--- src/rtl/msp_pkg.sv ---
// Shared types, command codes and the sine table for the microstep sine PWM generator.
// No dependencies; every other file imports this package.
package msp_pkg;

  localparam int SINE_POINTS = 256;
  localparam int PHASE_BITS  = $clog2(SINE_POINTS);
  localparam int QUARTER     = SINE_POINTS / 4;
  localparam int ROM_MID     = 1600;
  localparam int PCT         = 100;
  localparam int RECIP_SHIFT = 25;
  localparam int RECIP       = ((1 << RECIP_SHIFT) + PCT - 1) / PCT;
  localparam int PROD_W      = 18;
  localparam int QUO_W       = 11;

  typedef enum logic [1:0] {
    CMD_TICK  = 2'd0,
    CMD_START = 2'd1,
    CMD_STOP  = 2'd2,
    CMD_HOLD  = 2'd3
  } msp_cmd_t;

  typedef struct packed {
    msp_cmd_t    cmd;
    logic        start_mode;
    logic [23:0] target;
    logic [7:0]  divider;
    logic [9:0]  rate;
    logic [6:0]  amp;
    logic        direction;
  } msp_item_t;

  typedef struct packed {
    logic                  show;
    logic [PHASE_BITS-1:0] phase;
    logic                  running;
    logic [31:0]           position;
    logic                  move_done;
  } msp_step_t;

  localparam logic [11:0] SINE_ROM [SINE_POINTS] = '{
    12'd1600, 12'd1639, 12'd1678, 12'd1718, 12'd1757, 12'd1796, 12'd1835, 12'd1873,
    12'd1912, 12'd1950, 12'd1989, 12'd2026, 12'd2064, 12'd2102, 12'd2139, 12'd2175,
    12'd2212, 12'd2248, 12'd2284, 12'd2319, 12'd2354, 12'd2388, 12'd2422, 12'd2455,
    12'd2488, 12'd2521, 12'd2553, 12'd2584, 12'd2614, 12'd2644, 12'd2674, 12'd2703,
    12'd2731, 12'd2758, 12'd2785, 12'd2811, 12'd2836, 12'd2861, 12'd2884, 12'd2907,
    12'd2930, 12'd2951, 12'd2972, 12'd2991, 12'd3010, 12'd3028, 12'd3045, 12'd3062,
    12'd3077, 12'd3092, 12'd3106, 12'd3118, 12'd3130, 12'd3141, 12'd3151, 12'd3160,
    12'd3168, 12'd3175, 12'd3182, 12'd3187, 12'd3191, 12'd3195, 12'd3197, 12'd3199,
    12'd3199, 12'd3199, 12'd3197, 12'd3195, 12'd3191, 12'd3187, 12'd3182, 12'd3175,
    12'd3168, 12'd3160, 12'd3151, 12'd3141, 12'd3130, 12'd3118, 12'd3106, 12'd3092,
    12'd3077, 12'd3062, 12'd3045, 12'd3028, 12'd3010, 12'd2991, 12'd2972, 12'd2951,
    12'd2930, 12'd2907, 12'd2884, 12'd2861, 12'd2836, 12'd2811, 12'd2785, 12'd2758,
    12'd2731, 12'd2703, 12'd2674, 12'd2644, 12'd2614, 12'd2584, 12'd2553, 12'd2521,
    12'd2488, 12'd2455, 12'd2422, 12'd2388, 12'd2354, 12'd2319, 12'd2284, 12'd2248,
    12'd2212, 12'd2175, 12'd2139, 12'd2102, 12'd2064, 12'd2026, 12'd1989, 12'd1950,
    12'd1912, 12'd1873, 12'd1835, 12'd1796, 12'd1757, 12'd1718, 12'd1678, 12'd1639,
    12'd1600, 12'd1561, 12'd1522, 12'd1482, 12'd1443, 12'd1404, 12'd1365, 12'd1327,
    12'd1288, 12'd1250, 12'd1211, 12'd1174, 12'd1136, 12'd1098, 12'd1061, 12'd1025,
    12'd988,  12'd952,  12'd916,  12'd881,  12'd846,  12'd812,  12'd778,  12'd745,
    12'd712,  12'd679,  12'd647,  12'd616,  12'd586,  12'd556,  12'd526,  12'd497,
    12'd469,  12'd442,  12'd415,  12'd389,  12'd364,  12'd339,  12'd316,  12'd293,
    12'd270,  12'd249,  12'd228,  12'd209,  12'd190,  12'd172,  12'd155,  12'd138,
    12'd123,  12'd108,  12'd94,   12'd82,   12'd70,   12'd59,   12'd49,   12'd40,
    12'd32,   12'd25,   12'd18,   12'd13,   12'd9,    12'd5,    12'd3,    12'd1,
    12'd1,    12'd1,    12'd3,    12'd5,    12'd9,    12'd13,   12'd18,   12'd25,
    12'd32,   12'd40,   12'd49,   12'd59,   12'd70,   12'd82,   12'd94,   12'd108,
    12'd123,  12'd138,  12'd155,  12'd172,  12'd190,  12'd209,  12'd228,  12'd249,
    12'd270,  12'd293,  12'd316,  12'd339,  12'd364,  12'd389,  12'd415,  12'd442,
    12'd469,  12'd497,  12'd526,  12'd556,  12'd586,  12'd616,  12'd647,  12'd679,
    12'd712,  12'd745,  12'd778,  12'd812,  12'd846,  12'd881,  12'd916,  12'd952,
    12'd988,  12'd1025, 12'd1061, 12'd1098, 12'd1136, 12'd1174, 12'd1211, 12'd1250,
    12'd1288, 12'd1327, 12'd1365, 12'd1404, 12'd1443, 12'd1482, 12'd1522, 12'd1561
  };

endpackage

--- src/rtl/microstep_sine_pwm_generator_core.sv ---
// Throughput one word per cycle while out_ready does not stall the output register.
// Stage 1 holds the word and updates the motion state, stage 2 holds the amplitude
// products, the output register applies /100 and clamp. A stalled output backs up
// the stages; ready falls only once all three are full.
// Reset (synchronous, rst_n low) clears motion state and all stage valid flags.
module microstep_sine_pwm_generator_core #(
  parameter int STEP_COUNT_BITS = 24,
  parameter int PWM_CENTER      = 1600
) (
  input  logic               clk,
  input  logic               rst_n,
  input  logic               in_valid,
  output logic               in_ready,
  input  logic [1:0]         in_command,
  input  logic               in_start_mode,
  input  logic [23:0]        in_target_steps,
  input  logic [7:0]         in_speed_divider,
  input  logic [9:0]         in_step_rate,
  input  logic [6:0]         in_amplitude,
  input  logic               in_direction,
  output logic               out_valid,
  input  logic               out_ready,
  output logic [11:0]        out_pwm_a,
  output logic [11:0]        out_pwm_b,
  output logic               out_running,
  output logic signed [31:0] out_position,
  output logic               out_move_done
);
  import msp_pkg::*;

  logic               s1_v_r, mid_v_r, out_v_r;
  msp_item_t          s1_item_r;
  msp_step_t          step;
  logic               mid_running_r, mid_done_r;
  logic [31:0]        mid_position_r;
  logic [11:0]        pwm_a, pwm_b;
  logic [11:0]        out_pwm_a_r, out_pwm_b_r;
  logic               out_running_r, out_done_r;
  logic signed [31:0] out_position_r;
  logic               out_adv, mid_adv, step_en;
  logic [PHASE_BITS-1:0] phase_b;

  assign out_adv  = !out_v_r || out_ready;
  assign mid_adv  = !mid_v_r || out_adv;
  assign in_ready = !s1_v_r || mid_adv;
  assign step_en  = s1_v_r && mid_adv;
  assign phase_b  = step.phase + PHASE_BITS'(QUARTER);

  always_ff @(posedge clk) begin
    if (!rst_n) begin
      s1_v_r  <= 1'b0;
      mid_v_r <= 1'b0;
      out_v_r <= 1'b0;
    end else begin
      if (in_ready) begin
        s1_v_r <= in_valid;
      end
      if (mid_adv) begin
        mid_v_r <= s1_v_r;
      end
      if (out_adv) begin
        out_v_r <= mid_v_r;
      end
    end
  end

  always_ff @(posedge clk) begin
    if (in_valid && in_ready) begin
      s1_item_r.cmd        <= msp_cmd_t'(in_command);
      s1_item_r.start_mode <= in_start_mode;
      s1_item_r.target     <= in_target_steps;
      s1_item_r.divider    <= in_speed_divider;
      s1_item_r.rate       <= in_step_rate;
      s1_item_r.amp        <= in_amplitude;
      s1_item_r.direction  <= in_direction;
    end
    if (step_en) begin
      mid_running_r  <= step.running;
      mid_position_r <= step.position;
      mid_done_r     <= step.move_done;
    end
    if (mid_v_r && out_adv) begin
      out_pwm_a_r    <= pwm_a;
      out_pwm_b_r    <= pwm_b;
      out_running_r  <= mid_running_r;
      out_position_r <= mid_position_r;
      out_done_r     <= mid_done_r;
    end
  end

  msp_step_ctrl #(
    .STEP_COUNT_BITS(STEP_COUNT_BITS)
  ) u_ctrl (
    .clk    (clk),
    .rst_n  (rst_n),
    .step_en(step_en),
    .item   (s1_item_r),
    .step   (step)
  );

  msp_scale #(
    .PWM_CENTER(PWM_CENTER)
  ) u_scale_a (
    .clk  (clk),
    .load (step_en),
    .show (step.show),
    .phase(step.phase),
    .amp  (s1_item_r.amp),
    .pwm  (pwm_a)
  );

  msp_scale #(
    .PWM_CENTER(PWM_CENTER)
  ) u_scale_b (
    .clk  (clk),
    .load (step_en),
    .show (step.show),
    .phase(phase_b),
    .amp  (s1_item_r.amp),
    .pwm  (pwm_b)
  );

  assign out_valid     = out_v_r;
  assign out_pwm_a     = out_pwm_a_r;
  assign out_pwm_b     = out_pwm_b_r;
  assign out_running   = out_running_r;
  assign out_position  = out_position_r;
  assign out_move_done = out_done_r;

`ifndef SYNTHESIS
  a_done_stops: assert property (@(posedge clk) disable iff (!rst_n)
    out_valid && out_move_done |-> !out_running)
    else $error("move_done word still reports running");

  a_idle_center: assert property (@(posedge clk) disable iff (!rst_n)
    out_valid && !out_running |->
      (out_pwm_a == 12'(PWM_CENTER)) && (out_pwm_b == 12'(PWM_CENTER)))
    else $error("stopped word without center compare values");

  a_full_backpressure: assert property (@(posedge clk) disable iff (!rst_n)
    s1_v_r && mid_v_r && out_v_r && !out_ready |-> !in_ready)
    else $error("input accepted while all stages are stalled");
`endif

endmodule

--- src/rtl/msp_step_ctrl.sv ---
// Motion state: prescaler, fractional phase accumulator, step counter and position.
// Depends on msp_pkg; updates once per word leaving the input stage.
module msp_step_ctrl #(
  parameter int STEP_COUNT_BITS = 24
) (
  input  logic               clk,
  input  logic               rst_n,
  input  logic               step_en,
  input  msp_pkg::msp_item_t item,
  output msp_pkg::msp_step_t step
);
  import msp_pkg::*;

  localparam int CW = STEP_COUNT_BITS;

  logic                  enabled_r, enabled_nxt;
  logic                  step_mode_r, step_mode_nxt;
  logic [CW-1:0]         step_target_r, step_target_nxt;
  logic [PHASE_BITS-1:0] phase_r, phase_nxt;
  logic [7:0]            prescale_r, prescale_nxt;
  logic [5:0]            frac_r, frac_nxt;
  logic [CW-1:0]         step_cnt_r, step_cnt_nxt;
  logic [31:0]           position_r, position_nxt;

  logic [7:0]            pre_inc;
  logic                  rollover;
  logic [10:0]           acc_sum;
  logic [PHASE_BITS-1:0] carries;
  logic [CW-1:0]         cnt_inc;

  always_comb begin
    pre_inc  = prescale_r + 8'd1;
    rollover = (pre_inc >= item.divider);
    acc_sum  = {5'b0, frac_r} + {1'b0, item.rate};
    carries  = PHASE_BITS'(acc_sum[10:6]);
    cnt_inc  = step_cnt_r + CW'(1);

    enabled_nxt     = enabled_r;
    step_mode_nxt   = step_mode_r;
    step_target_nxt = step_target_r;
    phase_nxt       = phase_r;
    prescale_nxt    = prescale_r;
    frac_nxt        = frac_r;
    step_cnt_nxt    = step_cnt_r;
    position_nxt    = position_r;
    step.show       = 1'b0;
    step.move_done  = 1'b0;

    case (item.cmd)
      CMD_START: begin
        step_mode_nxt   = item.start_mode;
        step_target_nxt = item.start_mode ? CW'(item.target) : '0;
        phase_nxt       = '0;
        prescale_nxt    = '0;
        frac_nxt        = '0;
        step_cnt_nxt    = '0;
        enabled_nxt     = 1'b1;
      end
      CMD_STOP: begin
        enabled_nxt   = 1'b0;
        step_mode_nxt = 1'b0;
      end
      CMD_HOLD: begin
        step.show = enabled_r;
      end
      CMD_TICK: begin
        if (enabled_r) begin
          step.show = 1'b1;
          if (!rollover) begin
            prescale_nxt = pre_inc;
          end else begin
            prescale_nxt = '0;
            frac_nxt     = acc_sum[5:0];
            phase_nxt    = item.direction ? phase_r - carries : phase_r + carries;
            step_cnt_nxt = cnt_inc;
            position_nxt = item.direction ? position_r - 32'd1 : position_r + 32'd1;
            if (step_mode_r && (step_target_r != '0) && (cnt_inc >= step_target_r)) begin
              enabled_nxt    = 1'b0;
              step_mode_nxt  = 1'b0;
              step.show      = 1'b0;
              step.move_done = 1'b1;
            end
          end
        end
      end
      default: ;
    endcase

    step.phase    = phase_nxt;
    step.running  = enabled_nxt;
    step.position = position_nxt;
  end

  always_ff @(posedge clk) begin
    if (!rst_n) begin
      enabled_r     <= 1'b0;
      step_mode_r   <= 1'b0;
      step_target_r <= '0;
      phase_r       <= '0;
      prescale_r    <= '0;
      frac_r        <= '0;
      step_cnt_r    <= '0;
      position_r    <= '0;
    end else if (step_en) begin
      enabled_r     <= enabled_nxt;
      step_mode_r   <= step_mode_nxt;
      step_target_r <= step_target_nxt;
      phase_r       <= phase_nxt;
      prescale_r    <= prescale_nxt;
      frac_r        <= frac_nxt;
      step_cnt_r    <= step_cnt_nxt;
      position_r    <= position_nxt;
    end
  end

endmodule

--- src/rtl/msp_scale.sv ---
// One winding: sine lookup, deviation times amplitude, registered, then /100 and clamp.
// Depends on msp_pkg for the sine table and reciprocal constants.
module msp_scale #(
  parameter int PWM_CENTER = 1600
) (
  input  logic                           clk,
  input  logic                           load,
  input  logic                           show,
  input  logic [msp_pkg::PHASE_BITS-1:0] phase,
  input  logic [6:0]                     amp,
  output logic [11:0]                    pwm
);
  import msp_pkg::*;

  localparam int VW = $clog2(2 * PWM_CENTER + 2048) + 1;
  localparam logic signed [VW-1:0] CENTER_V = VW'(PWM_CENTER);
  localparam logic signed [VW-1:0] TOP_V    = VW'(2 * PWM_CENTER - 1);

  logic [11:0]            point;
  logic signed [12:0]     dev;
  logic [12:0]            dev_abs;
  logic [QUO_W-1:0]       mag;
  logic [PROD_W-1:0]      prod_nxt, prod_r;
  logic                   neg_r, show_r;
  logic [PROD_W+18:0]     prod_full;
  logic [QUO_W-1:0]       quo;
  logic signed [VW-1:0]   q_abs, val;

  always_comb begin
    point    = SINE_ROM[phase];
    dev      = $signed({1'b0, point}) - 13'sd1600;
    dev_abs  = dev[12] ? 13'(-dev) : 13'(dev);
    mag      = dev_abs[QUO_W-1:0];
    prod_nxt = {7'b0, mag} * {11'b0, amp};
  end

  always_ff @(posedge clk) begin
    if (load) begin
      prod_r <= prod_nxt;
      neg_r  <= dev[12];
      show_r <= show;
    end
  end

  always_comb begin
    prod_full = {19'b0, prod_r} * (PROD_W+19)'(RECIP);
    quo       = prod_full[RECIP_SHIFT +: QUO_W];
    q_abs     = $signed({{(VW-QUO_W){1'b0}}, quo});
    val       = CENTER_V + (neg_r ? -q_abs : q_abs);
    if (val < 0) begin
      val = '0;
    end else if (val > TOP_V) begin
      val = TOP_V;
    end
    pwm = show_r ? val[11:0] : 12'(PWM_CENTER);
  end

endmodule
--- config.mk ---
export PLATFORM = sky130hd
export DESIGN_NAME = microstep_sine_pwm_generator_core
export DESIGN_NICKNAME = d
export VERILOG_FILES = /design/src/rtl/msp_pkg.sv /design/src/rtl/microstep_sine_pwm_generator_core.sv /design/src/rtl/msp_step_ctrl.sv /design/src/rtl/msp_scale.sv
export SDC_FILE = /design/constraint.sdc
export NUM_CORES = 2
export LEC_CHECK = 0
export BUFFER_PORTS_ARGS = -buffer_cell sky130_fd_sc_hd__buf_2
export CORE_MARGIN = 10
export CORE_UTILIZATION = 51
export CTS_CLUSTER_DIAMETER = 120
export DETAILED_ROUTE_END_ITERATION = 8
export HOLD_SLACK_MARGIN = 0.06
export PLACE_DENSITY = 0.67
export RECOVER_POWER = 50
export SLEW_MARGIN = 20
export SYNTH_ARGS = -nofsm -noshare
export SYNTH_HDL_FRONTEND = slang
export SYNTH_SLANG_ARGS = --single-unit
--- constraint.sdc ---
create_clock -name clk -period 19.7 [get_ports clk]
set_clock_uncertainty 0.05 [all_clocks]
set_input_delay 0.985 -clock clk [delete_from_list [all_inputs] [get_ports clk]]
set_output_delay 0.985 -clock clk [all_outputs]
set_load 0.01 [all_outputs]
==> impl_metrics.csv <==
group,metric,value,unit
run_status,outcome,"complete, but fails checks",
run_status,violations,"max-capacitance violations, max-slew violations",
clock_network,cts.clk_slew.worst_paths,60,ps
synth,synthCells,4092,
worst_setup_path,crit_slowest_cell,"a22oi_1",
global_routing,use_met1,31.7,%
worst_setup_path,reg2reg_to,"u_scale_a.prod_r[16]",
global_routing,antenna_found_initial,2,
sta,worstMarginPinSlew,4250,ps
worst_setup_path,reg2reg_depth,48,
routing,routed_via_density,5.92,
sta,slew_violations,310,
die,num_rows,98,
clock_network,htreeDepth,2,
clock_network,tritoncts,"yes",
layout,final_cell_mix,"inv_1, ha_1, fa_1",
clock_network,ctsResizeCount,0,
synth,synth_edf_count,184,
die,die-area,83500,µm²
die,die_w,289,µm
clock_network,ctsRootBufferMaster,"clkbuf_16",
clock_network,clkLatencyLatePin,570,ps
worst_setup_path,r2r-start,"s1_item_r[8]",
synth,postSynthAreaPerCell,9.02,µm²
global_routing,grt_pass1_wl,164000,µm
layout,nFillCells,6547,
synth,async_flop_share,0,%
synth,syn-cell-area,36900,µm²
global_routing,grt_busiest_layer,"met2",
global_routing,grt-ovfl-total,0,
global_routing,grt_pass1_vias,30200,
global_routing,met2_usage,40.3,%
die,die_h,289,µm
sta,finalCritPeriodShare,71.4,%
routing,wire_per_inst,19.9,µm
placed_design,hpwl,79100,µm
sta,fmax,71.1,MHz
worst_setup_path,max_stage_delay,740,ps
layout,drive_gt1_share,5.74,%
global_routing,grt_usage,24.2,%
layout,final_common_cell,"inv_1",
min_path,hold_start,"mid_position_r[9]",
clock_network,cts_hold_buf,0,
global_routing,grt_use_met3,3.52,%
synth,ys_seq_area_share,20.8,%
sta,final.min_clock_period,14060,ps
placed_design,place_congestion,1.02,
sta,grt_setup_unrepaired,"false",
die,initial_utilization,51.5,%
synth,yosysTopAreaCell,"fa_1",
routing,firstDrtPassIters,6,
die,io_pins,117,
synth,synthDistinctLibCells,103,
sta,setup_tns,0,ps
clock_network,cts_buffer_depth,3,
clock_network,numCtsBuffers,36,
min_path,holdPathStages,0,
global_routing,grt_max_degree,110,
routing,drt_iter0_markers,2462,
layout,layout.nets,5002,
min_path,hold_class,"reg -> reg",
worst_setup_path,cp.arrival,14320,ps
routing,num_vias,30300,
synth,yosys-top-cells-area,"fa_1, ha_1, edfxtp_1",
run,drv_cap,7,
min_path,worst_hold_path.endpoint,"out_position[9]",
routing,wirelength,102000,µm
synth,syn_nets,4958,
worst_setup_path,worst-path-max-fanout,16,
die,core,71600,µm²
synth,synthFlopType,"edfxtp_1",
synth,synth_top_area_share,17.7,%
worst_setup_path,crit_type,"reg -> reg",
sta,finalHoldViolations,0,
routing,ant_nets,0,
placed_design,port_buffers,116,
worst_setup_path,worstPathRequired,19960,ps
layout,area_delta_synth_final,7.30,%
synth,synth-seq-cells,291,
sta,setup_viol,0,
sta,slew_headroom,-184,%
clock_network,cts_sinks,291,
sta,whs,366,ps
layout,n_antenna_cell,0,
worst_setup_path,ff2ff_setup_slack,5640,ps
clock_network,cts_setup_buffers,0,
routing,drc_errors,0,
synth,ys_warn_count,0,
worst_setup_path,startpoint_type,"register",
worst_setup_path,cp-end-kind,"register",
## synthesized netlist by cell type (15+ instances only)
master / number
nor3_1: 93
o31ai_1: 32
buf_1: 23
ha_1: 482
nand2b_1: 29
o41ai_1: 16
and2_1: 97
o211ai_1: 37
edfxtp_1: 184
o21ai_0: 130
o221ai_1: 15
nor2_1: 186
a211oi_1: 31
nand4_1: 37
clkbuf_1: 105
mux2i_1: 21
nand3b_1: 15
a31oi_1: 27
nor4_1: 28
o22ai_1: 22
dfxtp_1: 107
and3_1: 35
xor2_1: 52
a21boi_0: 60
fa_1: 327
nand3_1: 144
nor2b_1: 61
a21o_1: 50
or3_1: 19
buf_2: 37
a22oi_1: 16
o21bai_1: 28
nand2_1: 320
o21a_1: 25
xnor2_1: 120
a21oi_1: 207
inv_1: 593
## flip-flops by register name, indices dropped and copies added, names as in the netlist, 6 cells and up
register              flops
u_scale_a.prod_r         18
u_ctrl.prescale_r         8
u_ctrl.phase_r            8
mid_position_r           32
u_scale_b.prod_r         18
out_pwm_a                12
out_position             32
u_ctrl.step_cnt_r        24
u_ctrl.position_r        32
u_ctrl.frac_r             6
out_pwm_b                12
s1_item_r                53
u_ctrl.step_target_r     24
## cells by family after synthesis
family	count (synthesis)	share of synthesized area [%]
and+or+nand+nor	1128	15.2
AOI/OAI and AO/OA	892	16.8
adders and majority gates	809	34.1
buffers and inverters	767	8.01
DFF	291	20.8
xor gates and xnor gates	173	4.13
muxes	32	0.997
## through the flow
stage          util, %  worst slack, ps  std cells  area [µm²]
3_3_place_gp      53.7             6300       5048       38500
2_1_floorplan        -             7650       4092       36900
6_report          55.3             5640       5113       39600
4_1_cts           55.5             5820       5113       39700
5_1_grt           55.3             4540       5113       39600
3_5_place_dp      53.7             5830       5048       38500
## area by class of cell
class	instances	area, µm²	share of cell area, %
tap	950	1190	3.00
sequential	291	7670	19.4
clock inverter	20	280	0.708
clock buffer	45	955	2.41
multi-input combinational	3034	26300	66.5
timing repair buffer	177	947	2.39
inverter	596	2240	5.65
## per-layer routing
metal  up-vias  wire length, µm  part of all wire (%)
met3       245             6910                   6.8
li1      14300                -                     -
met4         4             3820                   3.7
met1     14600            43400                    43
met2      1106            47700                    47
met5         -               33                 0.032
## worst max-delay path by stage
stage	startpoint	end	slack (ps)	cells after the start
after floorplan	s1_item_r[8]	u_scale_a.prod_r[16]	7650	49
after global placement	s1_item_r[8]	u_scale_a.prod_r[17]	6300	46
after detailed placement	s1_item_r[8]	u_scale_a.prod_r[16]	5830	48
after CTS	s1_item_r[8]	u_scale_a.prod_r[17]	5820	46
after global routing	s1_item_r[8]	u_scale_a.prod_r[16]	4540	48
final	s1_item_r[8]	u_scale_a.prod_r[16]	5640	48
## critical path, delay by kind of cell (launching register included)
| kind | cells | cell delay (ps) |
|---|---|---|
| AO/OA/AOI/OAI | 20 | 4560 |
| XOR/XNOR | 3 | 790 |
| adder cells (fa/ha/maj) | 12 | 5290 |
| buffers and inverters | 8 | 1250 |
| flip-flops | 1 | 370 |
| multiplexers | 1 | 530 |
| AND/OR/NAND/NOR | 4 | 950 |
Power is not shown: default switching activity piles up to over one toggle a cycle in this logic, so the estimate is an artifact.
